$ cat src/cfdf_pkg.sv
// Shared types, constants and the CRC-16 byte update for the footer deframer.
// No dependencies; every other file of the block imports this package.
package cfdf_pkg;

   localparam int ByteWidth  = 8;
   localparam int CountWidth = 12;
   localparam int CrcWidth   = 16;
   localparam int StatWidth  = 32;

   localparam logic [CrcWidth-1:0]   CrcPoly          = 16'h1021;
   localparam logic [31:0]           HeaderWord       = 32'hDDCCBBAA;
   localparam logic [31:0]           FooterWord       = 32'hAABBCCDD;
   localparam logic [CountWidth-1:0] MinPayloadReset  = 12'd700;
   localparam logic [CountWidth-1:0] MaxBufferedReset = 12'd1287;
   // Depth of the tail window that holds back the CRC and footer bytes.
   localparam logic [CountWidth-1:0] WindowDepth      = 12'd6;
   // Header plus footer bytes counted against the buffer limit.
   localparam logic [CountWidth:0]   FrameOverhead    = 13'd8;

   typedef enum logic [0:0] {
      CSR_MIN_LENGTH   = 1'b0,
      CSR_MAX_BUFFERED = 1'b1
   } csr_index_type;

   typedef enum logic [1:0] {
      EV_NONE     = 2'd0,
      EV_ACCEPT   = 2'd1,
      EV_CRC_ERR  = 2'd2,
      EV_OVERFLOW = 2'd3
   } frame_event_type;

   typedef struct packed {
      logic [CountWidth-1:0] min_length;
      logic [CountWidth-1:0] max_buffered;
   } cfg_type;

   // One byte of CRC-16 with polynomial 0x1021, MSB first.
   function automatic logic [CrcWidth-1:0] crc16_byte(input logic [CrcWidth-1:0] crc,
                                                      input logic [ByteWidth-1:0] data);
      logic [CrcWidth-1:0] c;
      c = crc ^ {data, 8'h00};
      for (int k = 0; k < 8; k++) begin
         if (c[CrcWidth-1]) begin
            c = {c[CrcWidth-2:0], 1'b0} ^ CrcPoly;
         end else begin
            c = {c[CrcWidth-2:0], 1'b0};
         end
      end
      return c;
   endfunction

endpackage

$ cat src/cfdf_if.sv
// Handshake channels of the footer deframer: received bytes, results, register writes.
// Depends on cfdf_pkg for widths and code types.
interface cfdf_req_if import cfdf_pkg::*; ();
   logic                 valid;
   logic                 ready;
   logic [ByteWidth-1:0] rx_byte;

   modport source (output valid, output rx_byte, input ready);
   modport sink   (input valid, input rx_byte, output ready);
endinterface

interface cfdf_rsp_if import cfdf_pkg::*; ();
   logic                  valid;
   logic                  ready;
   logic                  payload_valid;
   logic [ByteWidth-1:0]  payload_byte;
   logic [CountWidth-1:0] payload_index;
   logic [1:0]            frame_event;
   logic [CountWidth-1:0] payload_length;
   logic                  crc_big_endian;
   logic [StatWidth-1:0]  crc_error_count;
   logic [StatWidth-1:0]  frame_error_count;

   modport source (output valid, output payload_valid, output payload_byte,
                   output payload_index, output frame_event, output payload_length,
                   output crc_big_endian, output crc_error_count,
                   output frame_error_count, input ready);
   modport sink   (input valid, input payload_valid, input payload_byte,
                   input payload_index, input frame_event, input payload_length,
                   input crc_big_endian, input crc_error_count,
                   input frame_error_count, output ready);
endinterface

interface cfdf_csr_if import cfdf_pkg::*; ();
   logic                  valid;
   logic                  ready;
   csr_index_type         index;
   logic [CountWidth-1:0] data;

   modport source (output valid, output index, output data, input ready);
   modport sink   (input valid, input index, input data, output ready);
endinterface

$ cat src/cfdf_csr.sv
// Configuration registers of the footer deframer: minimum payload and buffer limit.
// Depends on cfdf_pkg and the cfdf_csr_if channel.
module cfdf_csr import cfdf_pkg::*; (
   input  logic        clock,
   input  logic        reset,
   cfdf_csr_if.sink    csr_ch,
   output cfg_type     cfg
);

   cfg_type cfg_ff;
   cfg_type cfg_in;

   // Writes are always taken.
   assign csr_ch.ready = 1'b1;
   assign cfg          = cfg_ff;

   // Decode the register index; a write updates one field.
   always_comb begin
      cfg_in = cfg_ff;
      if (csr_ch.valid) begin
         case (csr_ch.index)
            CSR_MIN_LENGTH:   cfg_in.min_length   = csr_ch.data;
            CSR_MAX_BUFFERED: cfg_in.max_buffered = csr_ch.data;
            default:          cfg_in = cfg_ff;
         endcase
      end
   end

   always_ff @(posedge clock) begin
      if (reset) begin
         cfg_ff.min_length   <= MinPayloadReset;
         cfg_ff.max_buffered <= MaxBufferedReset;
      end else begin
         cfg_ff <= cfg_in;
      end
   end

endmodule

$ cat src/cfdf_deframe.sv
// Deframer datapath: header hunt, tail window, CRC check, counters and result register.
// Depends on cfdf_pkg and the cfdf_rsp_if channel.
module cfdf_deframe import cfdf_pkg::*; (
   input  logic                 clock,
   input  logic                 reset,
   input  logic                 in_valid,
   input  logic [ByteWidth-1:0] in_byte,
   input  cfg_type              cfg,
   output logic                 in_take,
   cfdf_rsp_if.source           rsp_ch
);

   // Frame state.
   logic [31:0]           hunt_ff, hunt_in;
   logic                  locked_ff, locked_in;
   logic [47:0]           tail_ff, tail_in;
   logic [CountWidth-1:0] count_ff, count_in;
   logic [CrcWidth-1:0]   crc_ff, crc_in;
   logic [StatWidth-1:0]  crc_err_ff, crc_err_in;
   logic [StatWidth-1:0]  frame_err_ff, frame_err_in;

   // Result register.
   logic                  out_valid_ff, out_valid_in;
   logic                  out_pv_ff;
   logic [ByteWidth-1:0]  out_pb_ff;
   logic [CountWidth-1:0] out_pi_ff;
   frame_event_type       out_ev_ff;
   logic [CountWidth-1:0] out_plen_ff;
   logic                  out_big_ff;

   // Next result word.
   logic                  pv;
   logic [ByteWidth-1:0]  pb;
   logic [CountWidth-1:0] pi;
   frame_event_type       ev;
   logic [CountWidth-1:0] plen;
   logic                  big;

   logic                  advance;
   logic                  fire;
   logic                  has_result;
   logic [31:0]           hunt_shift;
   logic [47:0]           tail_shift;
   logic [CountWidth-1:0] count_inc;
   logic                  window_full;
   logic [CrcWidth-1:0]   crc_mid;
   logic [CrcWidth-1:0]   crc_le;
   logic [CrcWidth-1:0]   crc_be;
   logic                  le_match;
   logic                  be_match;
   logic                  footer_check;
   logic                  over_limit;

   // A word is processed whenever the result register is free or being drained.
   assign advance    = !out_valid_ff || rsp_ch.ready;
   assign fire       = in_valid && advance;
   assign in_take    = advance;
   assign has_result = pv || (ev != EV_NONE);

   // Shifted windows and the CRC including the byte leaving the tail window.
   assign hunt_shift  = {hunt_ff[23:0], in_byte};
   assign tail_shift  = {tail_ff[39:0], in_byte};
   assign count_inc   = count_ff + 1'b1;
   assign window_full = count_ff >= WindowDepth;
   assign crc_mid     = window_full ? crc16_byte(crc_ff, tail_ff[47:40]) : crc_ff;

   // The two bytes ahead of the footer, read in both byte orders.
   assign crc_le   = {tail_shift[39:32], tail_shift[47:40]};
   assign crc_be   = {tail_shift[47:40], tail_shift[39:32]};
   assign le_match = crc_le == crc_mid;
   assign be_match = crc_be == crc_mid;

   assign footer_check = (count_inc >= WindowDepth) && (tail_shift[31:0] == FooterWord)
                         && ((count_inc - WindowDepth) >= cfg.min_length);
   assign over_limit   = ({1'b0, count_inc} + FrameOverhead) >= {1'b0, cfg.max_buffered};

   // Next state and result for one received word.
   always_comb begin
      hunt_in      = hunt_ff;
      locked_in    = locked_ff;
      tail_in      = tail_ff;
      count_in     = count_ff;
      crc_in       = crc_ff;
      crc_err_in   = crc_err_ff;
      frame_err_in = frame_err_ff;
      pv           = 1'b0;
      pb           = '0;
      pi           = '0;
      ev           = EV_NONE;
      plen         = '0;
      big          = 1'b0;

      if (!locked_ff) begin
         // Hunting: lock when the last four bytes form the header.
         hunt_in = hunt_shift;
         if (hunt_shift == HeaderWord) begin
            locked_in = 1'b1;
            hunt_in   = '0;
            tail_in   = '0;
            count_in  = '0;
            crc_in    = '0;
         end
      end else begin
         pv       = window_full;
         pb       = window_full ? tail_ff[47:40] : '0;
         pi       = window_full ? (count_ff - WindowDepth) : '0;
         crc_in   = crc_mid;
         tail_in  = tail_shift;
         count_in = count_inc;

         if (footer_check) begin
            if (le_match || be_match) begin
               ev   = EV_ACCEPT;
               plen = count_inc - WindowDepth;
               big  = be_match && !le_match;
            end else begin
               ev         = EV_CRC_ERR;
               crc_err_in = crc_err_ff + 1'b1;
            end
         end

         // Buffer limit drops the frame unless it was just accepted.
         if (ev != EV_ACCEPT && over_limit) begin
            ev           = EV_OVERFLOW;
            frame_err_in = frame_err_ff + 1'b1;
         end

         // Back to hunting after an accepted or dropped frame.
         if (ev == EV_ACCEPT || ev == EV_OVERFLOW) begin
            locked_in = 1'b0;
            hunt_in   = '0;
            tail_in   = '0;
            count_in  = '0;
            crc_in    = '0;
         end
      end
   end

   // Result valid flag: loaded with a new result or cleared once taken.
   always_comb begin
      out_valid_in = out_valid_ff;
      if (fire) begin
         out_valid_in = has_result;
      end else if (rsp_ch.ready) begin
         out_valid_in = 1'b0;
      end
   end

   // Control state and counters.
   always_ff @(posedge clock) begin
      if (reset) begin
         hunt_ff      <= '0;
         locked_ff    <= 1'b0;
         tail_ff      <= '0;
         count_ff     <= '0;
         crc_ff       <= '0;
         crc_err_ff   <= '0;
         frame_err_ff <= '0;
         out_valid_ff <= 1'b0;
      end else begin
         out_valid_ff <= out_valid_in;
         if (fire) begin
            hunt_ff      <= hunt_in;
            locked_ff    <= locked_in;
            tail_ff      <= tail_in;
            count_ff     <= count_in;
            crc_ff       <= crc_in;
            crc_err_ff   <= crc_err_in;
            frame_err_ff <= frame_err_in;
         end
      end
   end

   // Result payload.
   always_ff @(posedge clock) begin
      if (fire && has_result) begin
         out_pv_ff   <= pv;
         out_pb_ff   <= pb;
         out_pi_ff   <= pi;
         out_ev_ff   <= ev;
         out_plen_ff <= plen;
         out_big_ff  <= big;
      end
   end

   // The counters only move on a processed word, so they stay with the held result.
   assign rsp_ch.valid             = out_valid_ff;
   assign rsp_ch.payload_valid     = out_pv_ff;
   assign rsp_ch.payload_byte      = out_pb_ff;
   assign rsp_ch.payload_index     = out_pi_ff;
   assign rsp_ch.frame_event       = out_ev_ff;
   assign rsp_ch.payload_length    = out_plen_ff;
   assign rsp_ch.crc_big_endian    = out_big_ff;
   assign rsp_ch.crc_error_count   = crc_err_ff;
   assign rsp_ch.frame_error_count = frame_err_ff;

`ifndef SYNTHESIS
   // A delivered word always carries a payload byte or an event.
   assert property (@(posedge clock) disable iff (reset)
      out_valid_ff |-> (out_pv_ff || out_ev_ff != EV_NONE))
      else $error("result word without payload byte or event");

   // The byte order flag only accompanies an accepted frame.
   assert property (@(posedge clock) disable iff (reset)
      (out_valid_ff && out_big_ff) |-> (out_ev_ff == EV_ACCEPT))
      else $error("byte order flag set without an accepted frame");

   // The CRC error counter steps by one at most.
   assert property (@(posedge clock) disable iff (reset)
      (crc_err_ff != $past(crc_err_ff)) |-> (crc_err_ff == $past(crc_err_ff) + 1'b1))
      else $error("CRC error counter jumped");

   // An accepted or dropped frame returns the block to hunting.
   assert property (@(posedge clock) disable iff (reset)
      (fire && locked_ff && (ev == EV_ACCEPT || ev == EV_OVERFLOW)) |=> !locked_ff)
      else $error("frame end did not unlock");
`endif

endmodule

$ cat src/crc16_footer_deframer.sv
// Top level of the CRC-16 footer deframer: input register and submodule wiring.
// Depends on cfdf_pkg, cfdf_if, cfdf_csr and cfdf_deframe.
//
// Usage:
//   req_ch carries one received byte per word. While hunting, the block looks for
//   the header DD CC BB AA; once locked, bytes pass a six-byte window and leave it
//   as tentative payload on rsp_ch, with their index. A footer AA BB CC DD behind a
//   payload of at least the configured minimum length triggers the CRC-16 check of
//   the two bytes ahead of it, in either byte order, reported on rsp_ch.frame_event.
//   csr_ch writes the minimum payload length (index 0) and max_buffered (index 1);
//   it is always ready and should only be written while no word is in flight.
//   Each byte is registered in the input register and then, with its result, in the
//   result register; words causing no result leave rsp_ch untouched.
//   Throughput: one byte per cycle unless a result word waits on rsp_ch.ready, set by
//   the single registered pass through the window, CRC update and footer compare.
//   Reset clears the frame state, both error counters and any pending word, and
//   restores the register defaults (700 and 1287).
//   When rsp_ch.ready is low, the result word holds, one more byte waits in the
//   input register, and req_ch.ready drops until the result is taken.
module crc16_footer_deframer import cfdf_pkg::*; (
   input  logic        clock,
   input  logic        reset,
   cfdf_req_if.sink    req_ch,
   cfdf_rsp_if.source  rsp_ch,
   cfdf_csr_if.sink    csr_ch
);

   logic                 in_valid_ff, in_valid_in;
   logic [ByteWidth-1:0] in_byte_ff;
   logic                 in_take;
   logic                 req_fire;
   cfg_type              cfg;

   // Input register: refilled whenever it is empty or its word moves on.
   assign req_ch.ready = !in_valid_ff || in_take;
   assign req_fire     = req_ch.valid && req_ch.ready;

   always_comb begin
      in_valid_in = in_valid_ff;
      if (req_fire) begin
         in_valid_in = 1'b1;
      end else if (in_take) begin
         in_valid_in = 1'b0;
      end
   end

   always_ff @(posedge clock) begin
      if (reset) begin
         in_valid_ff <= 1'b0;
      end else begin
         in_valid_ff <= in_valid_in;
      end
   end

   always_ff @(posedge clock) begin
      if (req_fire) begin
         in_byte_ff <= req_ch.rx_byte;
      end
   end

   // Configuration registers.
   cfdf_csr u_csr (
      .clock  (clock),
      .reset  (reset),
      .csr_ch (csr_ch),
      .cfg    (cfg)
   );

   // Deframing datapath and result register.
   cfdf_deframe u_deframe (
      .clock    (clock),
      .reset    (reset),
      .in_valid (in_valid_ff),
      .in_byte  (in_byte_ff),
      .cfg      (cfg),
      .in_take  (in_take),
      .rsp_ch   (rsp_ch)
   );

endmodule

$ cat src/flat_wrapper.sv
// flat-port wrapper written by rule: the top's interface ports become plain ports
module crc16_footer_deframer_flat import cfdf_pkg::*;
  (clock, reset, req_ch_valid, req_ch_rx_byte, req_ch_ready, rsp_ch_valid, rsp_ch_payload_valid, rsp_ch_payload_byte, rsp_ch_payload_index, rsp_ch_frame_event, rsp_ch_payload_length, rsp_ch_crc_big_endian, rsp_ch_crc_error_count, rsp_ch_frame_error_count, rsp_ch_ready, csr_ch_valid, csr_ch_index, csr_ch_data, csr_ch_ready);
  cfdf_req_if req_ch_i ();
  cfdf_rsp_if rsp_ch_i ();
  cfdf_csr_if csr_ch_i ();
  input  logic clock;
  input  logic reset;
  input wire logic [$bits(req_ch_i.valid)-1:0] req_ch_valid;
  input wire logic [$bits(req_ch_i.rx_byte)-1:0] req_ch_rx_byte;
  output wire logic [$bits(req_ch_i.ready)-1:0] req_ch_ready;
  output wire logic [$bits(rsp_ch_i.valid)-1:0] rsp_ch_valid;
  output wire logic [$bits(rsp_ch_i.payload_valid)-1:0] rsp_ch_payload_valid;
  output wire logic [$bits(rsp_ch_i.payload_byte)-1:0] rsp_ch_payload_byte;
  output wire logic [$bits(rsp_ch_i.payload_index)-1:0] rsp_ch_payload_index;
  output wire logic [$bits(rsp_ch_i.frame_event)-1:0] rsp_ch_frame_event;
  output wire logic [$bits(rsp_ch_i.payload_length)-1:0] rsp_ch_payload_length;
  output wire logic [$bits(rsp_ch_i.crc_big_endian)-1:0] rsp_ch_crc_big_endian;
  output wire logic [$bits(rsp_ch_i.crc_error_count)-1:0] rsp_ch_crc_error_count;
  output wire logic [$bits(rsp_ch_i.frame_error_count)-1:0] rsp_ch_frame_error_count;
  input wire logic [$bits(rsp_ch_i.ready)-1:0] rsp_ch_ready;
  input wire logic [$bits(csr_ch_i.valid)-1:0] csr_ch_valid;
  input wire logic [$bits(csr_ch_i.index)-1:0] csr_ch_index;
  input wire logic [$bits(csr_ch_i.data)-1:0] csr_ch_data;
  output wire logic [$bits(csr_ch_i.ready)-1:0] csr_ch_ready;
  assign req_ch_i.valid = req_ch_valid;
  assign req_ch_i.rx_byte = req_ch_rx_byte;
  assign req_ch_ready = req_ch_i.ready;
  assign rsp_ch_valid = rsp_ch_i.valid;
  assign rsp_ch_payload_valid = rsp_ch_i.payload_valid;
  assign rsp_ch_payload_byte = rsp_ch_i.payload_byte;
  assign rsp_ch_payload_index = rsp_ch_i.payload_index;
  assign rsp_ch_frame_event = rsp_ch_i.frame_event;
  assign rsp_ch_payload_length = rsp_ch_i.payload_length;
  assign rsp_ch_crc_big_endian = rsp_ch_i.crc_big_endian;
  assign rsp_ch_crc_error_count = rsp_ch_i.crc_error_count;
  assign rsp_ch_frame_error_count = rsp_ch_i.frame_error_count;
  assign rsp_ch_i.ready = rsp_ch_ready;
  assign csr_ch_i.valid = csr_ch_valid;
  assign csr_ch_i.index = csr_ch_index;
  assign csr_ch_i.data = csr_ch_data;
  assign csr_ch_ready = csr_ch_i.ready;
  crc16_footer_deframer u_core (.clock(clock), .reset(reset), .req_ch(req_ch_i), .rsp_ch(rsp_ch_i), .csr_ch(csr_ch_i));
endmodule
$ cat config.mk
export PLATFORM = sky130hd
export DESIGN_NAME = crc16_footer_deframer_flat
export DESIGN_NICKNAME = d
export VERILOG_FILES = /design/src/cfdf_pkg.sv /design/src/cfdf_if.sv /design/src/cfdf_csr.sv /design/src/cfdf_deframe.sv /design/src/crc16_footer_deframer.sv /design/src/flat_wrapper.sv
export SDC_FILE = /design/constraint.sdc
export NUM_CORES = 1
export LEC_CHECK = 0
export ABC_AREA = 0
export BUFFER_PORTS_ARGS = -buffer_cell sky130_fd_sc_hd__clkbuf_2
export CAP_MARGIN = 5
export CORE_MARGIN = 4
export CORE_UTILIZATION = 59
export DETAILED_ROUTE_END_ITERATION = 12
export PLACE_DENSITY = 0.79
export SYNTH_ARGS = -nofsm -noshare
export SYNTH_HDL_FRONTEND = slang
export SYNTH_SLANG_ARGS = --single-unit
$ cat constraint.sdc
create_clock -name clock -period 6.2 [get_ports clock]
set_input_delay 0.62 -clock clock [delete_from_list [all_inputs] [get_ports clock]]
set_output_delay 0.62 -clock clock [all_outputs]
set_load 0.005 [all_outputs]
# After elaboration in Yosys (flattened, before gate mapping)
# Index checks and enable logic that the tools add are counted.
totals:
  ff_bits: 235
  inputBits: 26
  output_inout_bits: 103
classes:
  n_addsub: 6
  order_cmp: 4
  eq_ne: 8
  n_mux: 35
  bitwise_logic: 11
  n_reduce_logical: 27
op_table:
  columns: ["cell", "count"]
  rows:
  - ["$mux W48", 3]
  - ["$mux W13", 8]
  - ["$mux W24", 3]
  - ["$add A32 B1 Y32 const B", 2]
  - ["$eq A32 B32 Y1 const B", 2]
  - ["$mux W16", 4]
  - ["$mux W12", 3]
  - ["$eq A16 B16 Y1", 2]
  - ["$ge A12 B3 Y1 const B", 2]
  - ["$not A3 Y3", 8]
  - ["$sub A12 B3 Y12 const B", 2]
  - ["$xor A16 B16 Y16", 1]
  - ["$add A12 B4 Y13 const B", 1]
  - ["$ge A13 B12 Y1", 1]
  - ["$add A12 B1 Y12 const B", 1]
  - ["$ge A12 B12 Y1", 1]
  - ["$mux W2", 6]
  - ["$reduce_and A2 Y1", 5]
  - ["$mux W1", 8]
  - ["$reduce_bool A2 Y1", 4]
  - ["$logic_and A1 B1 Y1", 7]
  - ["$reduce_and A3 Y1", 2]
  - ["$logic_or A1 B1 Y1", 5]
  - ["$ne A2 B1 Y1 const B", 2]
  - ["5 further kinds", 8]

# Logic depth before layout (Yosys ltp)
# Gate-level depths: netlist of run 1.
depth:
  depth_word: 31
  mapped_depth: 22

# Cells and area by module
# Synthesis of run 1 repeated with hierarchy kept, for this count alone.
hier_totals:
  cells_unflattened: 1266
  area_unflattened_um2: 12054.1
by_module_without_submodules:
  columns: ["mod", "n_inst", "cells_each", "area_each_um2", "seq_area_each_um2"]
  rows:
  - ["cfdf_deframe", 1, 1151, 10680.2, 4404.2]
  - ["cfdf_csr", 1, 102, 1078.5, 480.5]
  - ["crc16_footer_deframer", 1, 13, 295.3, 260.2]

# Worst setup path after synthesis of run 1
# OpenSTA, ideal clock, no wires.
synth_path:
  path_type: "register to register"
  startpoint: "register u_core.u_deframe.count_ff[1]"
  endpoint: "register u_core.u_deframe.out_big_ff, in the netlist u_core.u_deframe.rsp_ch.crc_big_endian, enable pin"
  setup_time_ns: 0.421
  arrival_ns: 4.666
  t_required_ns: 5.779
  slack_ns: 1.113
  path_stages_with_launch: 21
  n_path_buf: 3
  synth_period_minus_slack_ns: 5.087
  path_cell_list: "dfxtp_1 -> ha_1 -> clkbuf_1 -> nand2_1 -> xor2_1 -> ha_1 -> nor2b_1 -> nand3_1 -> inv_1 -> nand3_1 -> xor2_1 -> ha_1 -> a211oi_1 -> a31oi_1 -> a211oi_1 -> a211o_1 -> clkbuf_1 -> clkbuf_1 -> nand2_1 -> o21ai_0 -> inv_1"
synth_between:
  elab_chain_cells: 15
synth_rtl:
  columns: ["element", "line_no", "rtl"]
  rows:
  - ["from (decl)", "cfdf_deframe.sv:17", "logic [CountWidth-1:0] count_ff, count_in;"]
  - ["from (signal assigned)", "cfdf_deframe.sv:166", "count_ff <= count_in;"]
  - ["branches (longest 13 deep; another with $add A12 B1 Y12)", null, null]
  - ["$logic_or A1 B1 Y1 (*)", "cfdf_deframe.sv:58", "assign has_result = pv || (ev != EV_NONE);"]
  - ["$logic_and A1 B1 Y1 (*)", "cfdf_deframe.sv:176", "if (fire && has_result) begin"]
  - ["to (signal assigned)", "cfdf_deframe.sv:182", "out_big_ff <= big;"]
  - ["to (decl)", "cfdf_deframe.sv:29", "logic out_big_ff;"]
# Mark *: on every way between the ends. The select of a mux whose other input is x is not followed.
# A chain may end at the register's enable or synchronous reset.

# Worst setup path in the final report of run 1
layout_path:
  startpoint: "register u_core.u_deframe.count_ff[1]"
  endpoint: "register u_core.u_deframe.frame_err_ff[30], in the netlist u_core.u_deframe.rsp_ch.frame_error_count[30]"
layout_between:
  elab_chain_cells: 10
layout_rtl:
  columns: ["element", "line_no", "rtl"]
  rows:
  - ["branches (longest 8 deep; another with $add A12 B1 Y12)", null, null]
  - ["$logic_and A1 B1 Y1 (*)", "cfdf_deframe.sv:123", "if (ev != EV_ACCEPT && over_limit) begin"]
  - ["$reduce_and A3 Y1 (no source line) (*)", null, null]
  - ["to (signal assigned)", "cfdf_deframe.sv:169", "frame_err_ff <= frame_err_in;"]
  - ["to (decl)", "cfdf_deframe.sv:20", "logic [StatWidth-1:0] frame_err_ff, frame_err_in;"]
# Marks and branches as above.

==> out/results.ini, run 1 <==
[run_status]
run_status=finished, final reports clean

[sta]
drv_slew=0
hold_violation_count_in_the_final_report=0
final_setup_slack_of_the_worst_path_ns=0.606
final.setup.tns_ns=0
worst_slew_pin_slew_ns=1.17
slew_headroom_pct=22.0
max_freq_mhz=179
finalSetupViolations=0
setup_repair_after_global_routing_missed_its_margin=false
fin_crit_sh_pct=90.2
clock-skew-final_ns=0.0199
post-route-min-period_ns=5.59
hold-worst-slack_ns=0.271

[detailed_routing]
detail-route-antenna-nets=0
wl_per_cell_um=17.3
drt_drc_violations_left=0
drt_iter0_drc=691
viasPerCell=5.95
drt_pass1_iterations=5
total_routed_wirelength_um=27800
detailroute.via_count=9603

[critical_path]
cp.arrival_ns=5.95
path_class=flip-flop to flip-flop
start_kind=flip-flop
timing.critical_path.required_ns=6.55
path_max_fanout=24
end_kind=flip-flop
reg2reg_setup_slack_ns=0.61

[clock_network]
postCtsResizedCells=0
tritoncts_num_sinks=235
postCtsHoldBufs=0
cts.reportedPaths.clkPinSlew_ns=0.06
cts-buffers-inserted=25
tritoncts_clock_tree=built
cts.path.max_buffers=3
post-cts-setup-buffer-count=0
clock_latency_late_sink_ns=0.52
root_buffer=clkbuf_16
cts_htree_levels=1

[final_layout]
fin_nets=1388
synthToLayoutAreaGrowth_pct=12.8
multi_input_area_sq_um=6030
finalInstanceArea_sq_um=13300
seq_area_sq_um=5140
diodes=0
finish.cell_count_without_fillers=1613
final_util_pct=67.9
final.fill_count=1549
post_route_cells_drive_above_1_share_pct=16.2

[synthesis]
synth_nets=1308
area_share_of_the_largest_cell_type_after_synthesis_pct=32.4
top_cell_types_by_occurrence_after_synthesis=dfxtp_1 (191), nand2_1 (96), xnor2_1 (79)
yosys.cell_count.top_type=dfxtp_1
synthesis.instances=1249
yosys.area.top_type=dfxtp_1
synth_area_per_cell_sq_um=9.44
synth-edff-count=44
synthArstFlopShare_pct=0
synthTopCellsByArea=dfxtp_1 (32%), edfxtp_1 (11%), xnor2_1 (5.9%)
ys_seq_elements=235
ys.warnings.count=0
ys_seq_area_share_pct=43.6
synth.cell_area_sq_um=11800
synthFlopType=dfxtp_1
synth_cell_types=87

[power]
power.leakage_nw=5.12
combinationalPowerShare_pct=2.6
finalPower_mw=3.10
cellInternalPower_mw=2.45
vdd_drop_max_v=0.000201
sequentialPowerShare_pct=50.9
power_density_nw_per_um2=233
power_switching_uw=645
power.switching_fraction_pct=20.8
clock_power_share_pct=46.5

[die]
coreArea_sq_um=19600
num_io_pins=129
chipWidth_um=149
floorplan.initialDensity_pct=60.2
dieHeight_um=149
die-area_sq_um=22300
num_rows=51

[placement]
dpl.cell_count=1567
dpl-instance-area_sq_um=12500
dp_hpwl_um=19500
gp_routability_congestion=0.950
port_buffers=127
detailedPlace.worstSlack_ns=0.809

[grt]
grt.total_usage_pct=24.6
grt_antenna_before_repair=0
total_gr_overflow=0
grt_first_pass_wirelength_um=45500
grt_start_max_net_pins=99
grt_pass1_vias=9048

[worst_hold_path]
worst_hold_path_type=input port to flip-flop

[job]
timing.max_cap.violations=0

-- power groups by stage --
stage	Sequential [mW]	Combinational [mW]	Clock [mW]
global route	1.58	0.0904	1.54
CTS	1.58	0.0805	1.46
finish	1.58	0.0806	1.44
floorplan	1.61	0.0567	0
detailed placement	1.61	0.0799	0
global placement	1.61	0.0788	0
-- cell type report --
class / count / share of cell area (%)
inverter: 69 / 1.95
clock inverter: 7 / 0.498
timing repair buffer: 140 / 5.53
multi-input combinational: 858 / 45.3
clock buffer: 39 / 5.55
tap: 265 / 2.49
sequential: 235 / 38.7
-- kinds of logic (layout without fill, tap and decap cells) --
group	Yosys count	count (layout)	share of synthesized area, %
DFF	235	235	43.6
other	1	1	0.0318
buffers and inverters	156	255	5.44
adders and majority gates	33	33	3.50
and+or+nand+nor	420	420	19.4
muxes	5	5	0.435
AOI/OAI and AO/OA	281	281	17.8
xor gates and xnor gates	118	118	9.77
-- critical path, stage by stage, from the launching register on --
cell	delay (ns)
dfxtp_1	0.49
ha_1	0.39
nand2_1	0.11
xor2_1	0.53
ha_1	0.25
nor2b_1	0.20
nand3_1	0.16
inv_1	0.12
nand3_1	0.12
inv_1	0.09
nand3_1	0.09
xor2_1	0.20
ha_1	0.32
o211ai_1	0.09
a31oi_1	0.16
a211oi_1	0.11
a211oi_1	0.92
a21o_1	0.64
buf_4	0.26
or3_1	0.12
a21oi_1	0.06
-- cell usage in the layout (no fill, tap or decap), types with 9 or more instances in the layout --
cell,instances
nand3_1,35
buf_4,14
o21ai_0,36
o31ai_1,12
nand2b_1,12
o32ai_1,11
nand2_1,96
xnor2_1,79
a211o_1,10
inv_1,69
or3_1,20
edfxtp_1,44
and3_1,31
clkbuf_2,126
nand4_1,24
nor3_1,22
clkbuf_16,25
a22o_1,69
ha_1,33
a21o_1,9
nand3b_1,12
nor4_1,36
dfxtp_1,191
xor2_1,30
nor2_1,75
a21oi_1,67
-- metal layers --
metal	vias up	part of all wire [%]	GRT usage, %	routed length, um
met3	60	6.9	4.56	1910
met1	4555	45	34.4	12400
met4	0	2.4	7.60	667
met5	-	0	0	0
li1	4661	-	-	-
met2	327	46	38.9	12900
-- flip-flops by register name, summed over array words and instances, names as in the netlist --
signal,cells
u_core.u_deframe.rsp_ch.payload_valid,1
u_core.u_deframe.rsp_ch.frame_error_count,32
u_core.u_deframe.tail_ff,48
u_core.in_byte_ff,8
u_core.u_deframe.rsp_ch.payload_length,12
u_core.u_deframe.hunt_ff,24
u_core.u_deframe.rsp_ch.crc_big_endian,1
u_core.u_deframe.rsp_ch.payload_byte,8
u_core.u_csr.cfg,24
u_core.in_valid_ff,1
u_core.u_deframe.rsp_ch.frame_event,2
u_core.u_deframe.rsp_ch.valid,1
u_core.u_deframe.rsp_ch.crc_error_count,32
u_core.u_deframe.crc_ff,16
u_core.u_deframe.rsp_ch.payload_index,12
u_core.u_deframe.count_ff,12
u_core.u_deframe.locked_ff,1
-- final timing paths --
check,from,endpoint,cells past startpoint
worst max-delay path,u_core.u_deframe.count_ff[1],u_core.u_deframe.rsp_ch.frame_error_count[30],20
worst min-delay path,req_ch_rx_byte[3],u_core.in_byte_ff[3],1
worst max register to register,u_core.u_deframe.count_ff[1],u_core.u_deframe.rsp_ch.frame_error_count[30],20
worst min register to register,u_core.u_csr.cfg[20],u_core.u_csr.cfg[20],2
Note: power is estimated with default switching activity, not from simulation.
==> run 2: changes to the inputs <==
Settings changed: CORE_UTILIZATION 59 to 53, PLACE_DENSITY 0.79 to 0.75.
Clock period 6.2 ns to 5 ns, I/O delays scaled along.
==> out/results.ini, run 2 (synthesis gave the netlist of run 1 again) <==
[grt]
grt.total_usage_pct=22.5  ; was 24.6%
grt_first_pass_wirelength_um=46300  ; was 45,500 um
grt_antenna_before_repair=0  ; unchanged
grt_start_max_net_pins=74  ; was 99
grt_pass1_vias=9196  ; was 9,048
total_gr_overflow=0  ; unchanged

[final_layout]
top_register=u_core.u_deframe.tail_ff  ; unchanged
diodes=0  ; unchanged
synthToLayoutAreaGrowth_pct=15.0  ; was 12.8%
largest_register_ff_count=48  ; unchanged
multi_input_area_sq_um=6080  ; was 6030 sq um
most_frequent_cells_in_the_layout=dfxtp_1 (190), clkbuf_2 (126), nand2_1 (95), xnor2_1 (79), nor2_1 (75)  ; was dfxtp_1 (191), clkbuf_2 (126), nand2_1 (96), xnor2_1 (79), nor2_1 (75)
finish.cell_count_without_fillers=1651  ; was 1,613
fin_nets=1412  ; was 1,388
seq_area_sq_um=5150  ; was 5140 sq um
post_route_cells_drive_above_1_share_pct=18.1  ; was 16.2%
finalInstanceArea_sq_um=13600  ; was 13,300 sq um
final.fill_count=1849  ; was 1,549
leading_cell_type_in_the_layout_fill_and_taps_excluded=dfxtp_1  ; unchanged

[die]
coreArea_sq_um=21900  ; was 19,600 sq um
dieHeight_um=157  ; was 149 um
floorplan.initialDensity_pct=53.9  ; was 60.2%
num_io_pins=129  ; unchanged
chipWidth_um=157  ; was 149 um
num_rows=54  ; was 51
die-area_sq_um=24700  ; was 22,300 sq um

[clock_network]
clock_latency_late_sink_ns=0.53  ; was 0.52 ns
cts_htree_levels=1  ; unchanged
tritoncts_num_sinks=235  ; unchanged
tritoncts_clock_tree=built  ; unchanged
cts.reportedPaths.clkPinSlew_ns=0.06  ; about the same
cts-buffers-inserted=25  ; unchanged
cts.path.max_buffers=3  ; unchanged
root_buffer=clkbuf_16  ; unchanged
postCtsHoldBufs=0  ; unchanged

[detailed_routing]
drt_iter0_drc=845  ; was 691
viasPerCell=5.87  ; was 5.95
detail-route-antenna-nets=0  ; unchanged
drt_drc_violations_left=0  ; unchanged
total_routed_wirelength_um=28600  ; was 27,800 um
drt_pass1_iterations=7  ; was 5
detailroute.via_count=9686  ; was 9,603
wl_per_cell_um=17.3  ; about the same

[placement]
dp_hpwl_um=20200  ; was 19,500 um
dpl-instance-area_sq_um=12700  ; was 12,500 sq um
port_buffers=127  ; unchanged
dpl.cell_count=1604  ; was 1,567
gp_routability_congestion=0.935  ; was 0.950

[power]
power_density_nw_per_um2=285  ; was 233 nW/um^2
vdd_drop_max_v=0.000260  ; was 0.000201 V
power.leakage_nw=5.25  ; was 5.12 nW

[worst_hold_path]
worst_hold_path_type=input port to flip-flop  ; unchanged
holdPathStages=1  ; unchanged

[sta]
drv_slew=0  ; unchanged
finalSetupViolations=0  ; unchanged
max_freq_mhz=211  ; was 179 MHz
final.setup.tns_ns=0  ; unchanged
fin_crit_sh_pct=94.6  ; was 90.2%
clock-skew-final_ns=0.0200  ; was 0.0199 ns
post-route-min-period_ns=4.73  ; was 5.59 ns
hold_violation_count_in_the_final_report=0  ; unchanged
slew_headroom_pct=17.2  ; was 22.0%
worst_slew_pin_slew_ns=1.24  ; was 1.17 ns
setup_repair_after_global_routing_missed_its_margin=false  ; unchanged

[critical_path]
path_class=flip-flop to flip-flop  ; unchanged
start_kind=flip-flop  ; unchanged
cp.arrival_ns=5.18  ; was 5.95 ns
timing.critical_path.required_ns=5.45  ; was 6.55 ns
path_max_fanout=12  ; was 24
worstRegToRegCells=22  ; was 20
end_kind=flip-flop  ; unchanged

[run_status]
run_status=finished, final reports clean  ; unchanged

[job]
timing.max_cap.violations=0  ; unchanged

-- run 2: per-layer routing --
layer	global-route usage, %	wire (um)	share of wire (%)
met1	30.9	12600	44
met2	36.9	13400	47
met3	2.97	1770	6.2
met4	7.78	857	3.0
met5	0	0	0
-- run 2: worst paths after layout --
path                                              startpoint                                            end  slack (ns)
worst max-delay path            u_core.u_deframe.count_ff[0]  u_core.u_deframe.rsp_ch.frame_error_count[19]        0.27
worst min-delay path                       req_ch_rx_byte[1]                           u_core.in_byte_ff[1]        0.15
worst max register to register  u_core.u_deframe.count_ff[0]  u_core.u_deframe.rsp_ch.frame_error_count[19]        0.27
worst min register to register          u_core.u_csr.cfg[20]                           u_core.u_csr.cfg[20]        0.46
-- run 2: critical path, stage by stage, from the launching register on --
cell,delay (ns)
dfxtp_1,0.34
buf_4,0.21
inv_1,0.09
ha_1,0.39
inv_1,0.14
ha_1,0.25
nor2b_1,0.19
nand3_1,0.14
inv_1,0.09
nand3_1,0.10
inv_1,0.09
nand3_1,0.09
xor2_1,0.19
ha_1,0.33
o211ai_1,0.12
a31oi_1,0.08
a211oi_2,0.36
a211oi_1,0.15
buf_4,0.23
a2111oi_2,0.29
buf_4,0.25
or3b_1,0.37
a21oi_1,0.14
-- run 2: timing repair --
action,4_1_cts,5_1_grt
endpoints found under the hold margin,0,0
resized for setup,0,8
setup buffers,0,2
setup endpoints to repair,0,142
-- run 2: layout make-up --
class                      count  area share, %
clock inverter                12          0.867
tap                          280           2.58
clock buffer                  33           4.98
timing repair buffer         164           6.87
multi-input combinational    858           44.8
sequential                   235           37.9
inverter                      69           1.94
-- run 2: power by group --
| part | leakage, nW | internal [mW] | switching [mW] |
|---|---|---|---|
| logic | 2.96 | 0.0372 | 0.0654 |
| registers | 1.89 | 1.94 | 0.0144 |
| clock network | 0.390 | 1.06 | 0.750 |
| total | 5.25 | 3.04 | 0.830 |
-- run 2: through the flow --
step / util (%) / total power, mW / hold WS [ns] / setup WS (ns)
2_1_floorplan: - / 2.06 / 0.434 / 0.0291
5_1_grt: 62.0 / 4.00 / 0.139 / 0.00552
6_report: 62.0 / 3.86 / 0.154 / 0.271
4_1_cts: 61.7 / 3.90 / 0.138 / 0.176
3_3_place_gp: 58.1 / 2.10 / 0.444 / 0.298
3_5_place_dp: 58.1 / 2.10 / 0.445 / 0.220
==> run 3: changes to the inputs <==
Settings changed: RECOVER_POWER set to 100.
==> out/results.ini, run 3 (synthesis gave the netlist of run 1 again) <==
[die]
die-area_sq_um=24700  ; unchanged
num_rows=54  ; unchanged
chipWidth_um=157  ; unchanged
num_io_pins=129  ; unchanged
dieHeight_um=157  ; unchanged
floorplan.initialDensity_pct=53.9  ; unchanged
coreArea_sq_um=21900  ; unchanged

[final_layout]
largest_register_ff_count=48  ; unchanged
diodes=0  ; unchanged
leading_cell_type_in_the_layout_fill_and_taps_excluded=dfxtp_1  ; unchanged
post_route_cells_drive_above_1_share_pct=13.3  ; was 18.1%
top_register=u_core.u_deframe.tail_ff  ; unchanged
synthToLayoutAreaGrowth_pct=13.9  ; was 15.0%
finalInstanceArea_sq_um=13400  ; was 13,600 sq um
most_frequent_cells_in_the_layout=dfxtp_1 (190), nand2_1 (95), xnor2_1 (79), nor2_1 (75), clkbuf_2 (73)  ; was dfxtp_1 (190), clkbuf_2 (126), nand2_1 (95), xnor2_1 (79), nor2_1 (75)
fin_nets=1412  ; unchanged

[worst_hold_path]
timing.hold.worst_endpoint=u_core.in_byte_ff[1]  ; unchanged
worstHoldStart=req_ch_rx_byte[1]  ; unchanged
worst_hold_path_type=input port to flip-flop  ; unchanged
holdPathStages=1  ; unchanged

[detailed_routing]
wl_per_cell_um=17.4  ; was 17.3 um
drt_drc_violations_left=0  ; unchanged
drt_pass1_iterations=6  ; was 7
total_routed_wirelength_um=28600  ; about the same
detail-route-antenna-nets=0  ; unchanged
viasPerCell=5.88  ; was 5.87
drt_iter0_drc=818  ; was 845
detailroute.via_count=9712  ; was 9,686

[power]
vdd_drop_max_v=0.000259  ; was 0.000260 V
power_density_nw_per_um2=287  ; was 285 nW/um^2
finalPower_mw=3.86  ; about the same
power.leakage_nw=5.02  ; was 5.25 nW

[clock_network]
cts_htree_levels=1  ; unchanged
cts.reportedPaths.clkPinSlew_ns=0.06  ; about the same
root_buffer=clkbuf_16  ; unchanged
cts-buffers-inserted=25  ; unchanged
tritoncts_num_sinks=235  ; unchanged
tritoncts_clock_tree=built  ; unchanged
postCtsHoldBufs=0  ; unchanged
cts.path.max_buffers=3  ; unchanged
clock_latency_late_sink_ns=0.53  ; about the same

[sta]
max_freq_mhz=211  ; about the same
final_setup_slack_of_the_worst_path_ns=0.268  ; was 0.271 ns
post-route-min-period_ns=4.73  ; about the same
worst_slew_pin_slew_ns=1.22  ; was 1.24 ns
hold_violation_count_in_the_final_report=0  ; unchanged
finalSetupViolations=0  ; unchanged
slew_headroom_pct=18.6  ; was 17.2%
fin_crit_sh_pct=94.6  ; about the same
setup_repair_after_global_routing_missed_its_margin=false  ; unchanged
drv_slew=0  ; unchanged
hold-worst-slack_ns=0.155  ; was 0.154 ns
final.setup.tns_ns=0  ; unchanged
clock-skew-final_ns=0.0195  ; was 0.0200 ns

[placement]
port_buffers=127  ; unchanged
dp_hpwl_um=20200  ; unchanged
detailedPlace.worstSlack_ns=0.220  ; unchanged
gp_routability_congestion=0.935  ; unchanged
dpl-instance-area_sq_um=12700  ; unchanged

[grt]
grt.total_usage_pct=22.5  ; unchanged
globalRouteMet1Util_pct=30.9  ; unchanged
grt_pass1_vias=9196  ; unchanged
grtUsageMet3_pct=2.97  ; unchanged
grt_first_pass_wirelength_um=46300  ; unchanged
globalRoute.busiestLayer=met2  ; unchanged
grt_antenna_before_repair=0  ; unchanged
grt_start_max_net_pins=74  ; unchanged
grt.met2_usage_pct=36.9  ; unchanged
total_gr_overflow=0  ; unchanged

[critical_path]
path_max_fanout=16  ; was 12
end_kind=flip-flop  ; unchanged
path_class=flip-flop to flip-flop  ; unchanged
worst_r2r_startpoint=u_core.u_deframe.count_ff[0]  ; unchanged
cp.arrival_ns=5.10  ; was 5.18 ns
start_kind=flip-flop  ; unchanged
timing.rr.end=u_core.u_deframe.crc_ff[4]  ; was u_core.u_deframe.rsp_ch.frame_error_count[19]
reg2reg_setup_slack_ns=0.27  ; about the same
timing.critical_path.required_ns=5.37  ; was 5.45 ns
worstRegToRegCells=21  ; was 22

[job]
timing.max_cap.violations=0  ; unchanged

[run_status]
run_status=finished, final reports clean  ; unchanged

## run 3: changes by cell type in the layout (fill, tap and decap cells not counted), sizes merged
cell	previous run	this run
buf	38	28
clkbuf	159	169
## run 3: how the worst max path moves through the flow
stage	from	to	slack, ns	cells after the start
floorplan	u_core.u_deframe.count_ff[1]	u_core.u_deframe.rsp_ch.crc_big_endian	0.03	20
global placement	u_core.u_deframe.count_ff[1]	u_core.u_deframe.rsp_ch.frame_error_count[19]	0.30	18
detailed placement	u_core.u_deframe.count_ff[1]	u_core.u_deframe.rsp_ch.frame_error_count[19]	0.22	18
CTS	u_core.u_deframe.count_ff[1]	u_core.u_deframe.rsp_ch.frame_error_count[19]	0.18	18
global route	u_core.u_deframe.count_ff[0]	u_core.u_deframe.crc_ff[11]	0.007	21
finish	u_core.u_deframe.count_ff[0]	u_core.u_deframe.crc_ff[4]	0.27	21
## run 3: area by class of cell
| cell class | instances | area (sq um) |
|---|---|---|
| multi-input combinational | 858 | 6060 |
| tap | 280 | 350 |
| inverter | 69 | 263 |
| clock inverter | 12 | 118 |
| clock buffer | 33 | 676 |
| sequential | 235 | 5150 |
| timing repair buffer | 164 | 825 |
| fill | 1887 | 8460 |
## run 3: metal layers
layer | share of wire [%] | up-vias
met4 | 2.8 | 0
met2 | 47 | 323
met3 | 6.4 | 63
met5 | 0 | -
met1 | 44 | 4598
li1 | - | 4728
## run 3: report_power, final
part	switching, mW	leakage, nW	internal [mW]
Clock	0.746	0.390	1.06
Sequential	0.0141	1.89	1.94
Combinational	0.0655	2.74	0.0369
Total	0.826	5.02	3.04
## run 3: worst max-delay path: stages, from the launching register on
cell and delay, ns:
dfxtp_1 0.34, buf_4 0.21, inv_1 0.09, ha_1 0.39
inv_1 0.14, ha_1 0.25, nor2b_1 0.19, nand3_1 0.14
inv_1 0.09, nand3_1 0.10, inv_1 0.09, nand3_1 0.09
xor2_1 0.19, ha_1 0.34, o211ai_1 0.11, a31oi_1 0.21
a211oi_2 0.11, a211oi_1 0.40, buf_4 0.25, a21oi_1 0.13
a31oi_4 0.54, o32ai_1 0.15
## run 3: what timing repair did
action | CTS | global route
gates resized for setup | 0 | 8
buffers inserted | 0 | 2
setup endpoints to repair | 0 | 142
## run 3: stage by stage
stage / cells / utilization (%)
floorplan: 1249 / -
global placement: 1604 / 58.1
detailed placement: 1604 / 58.1
CTS: 1649 / 61.7
global route: 1651 / 61.4
finish: 1651 / 61.4
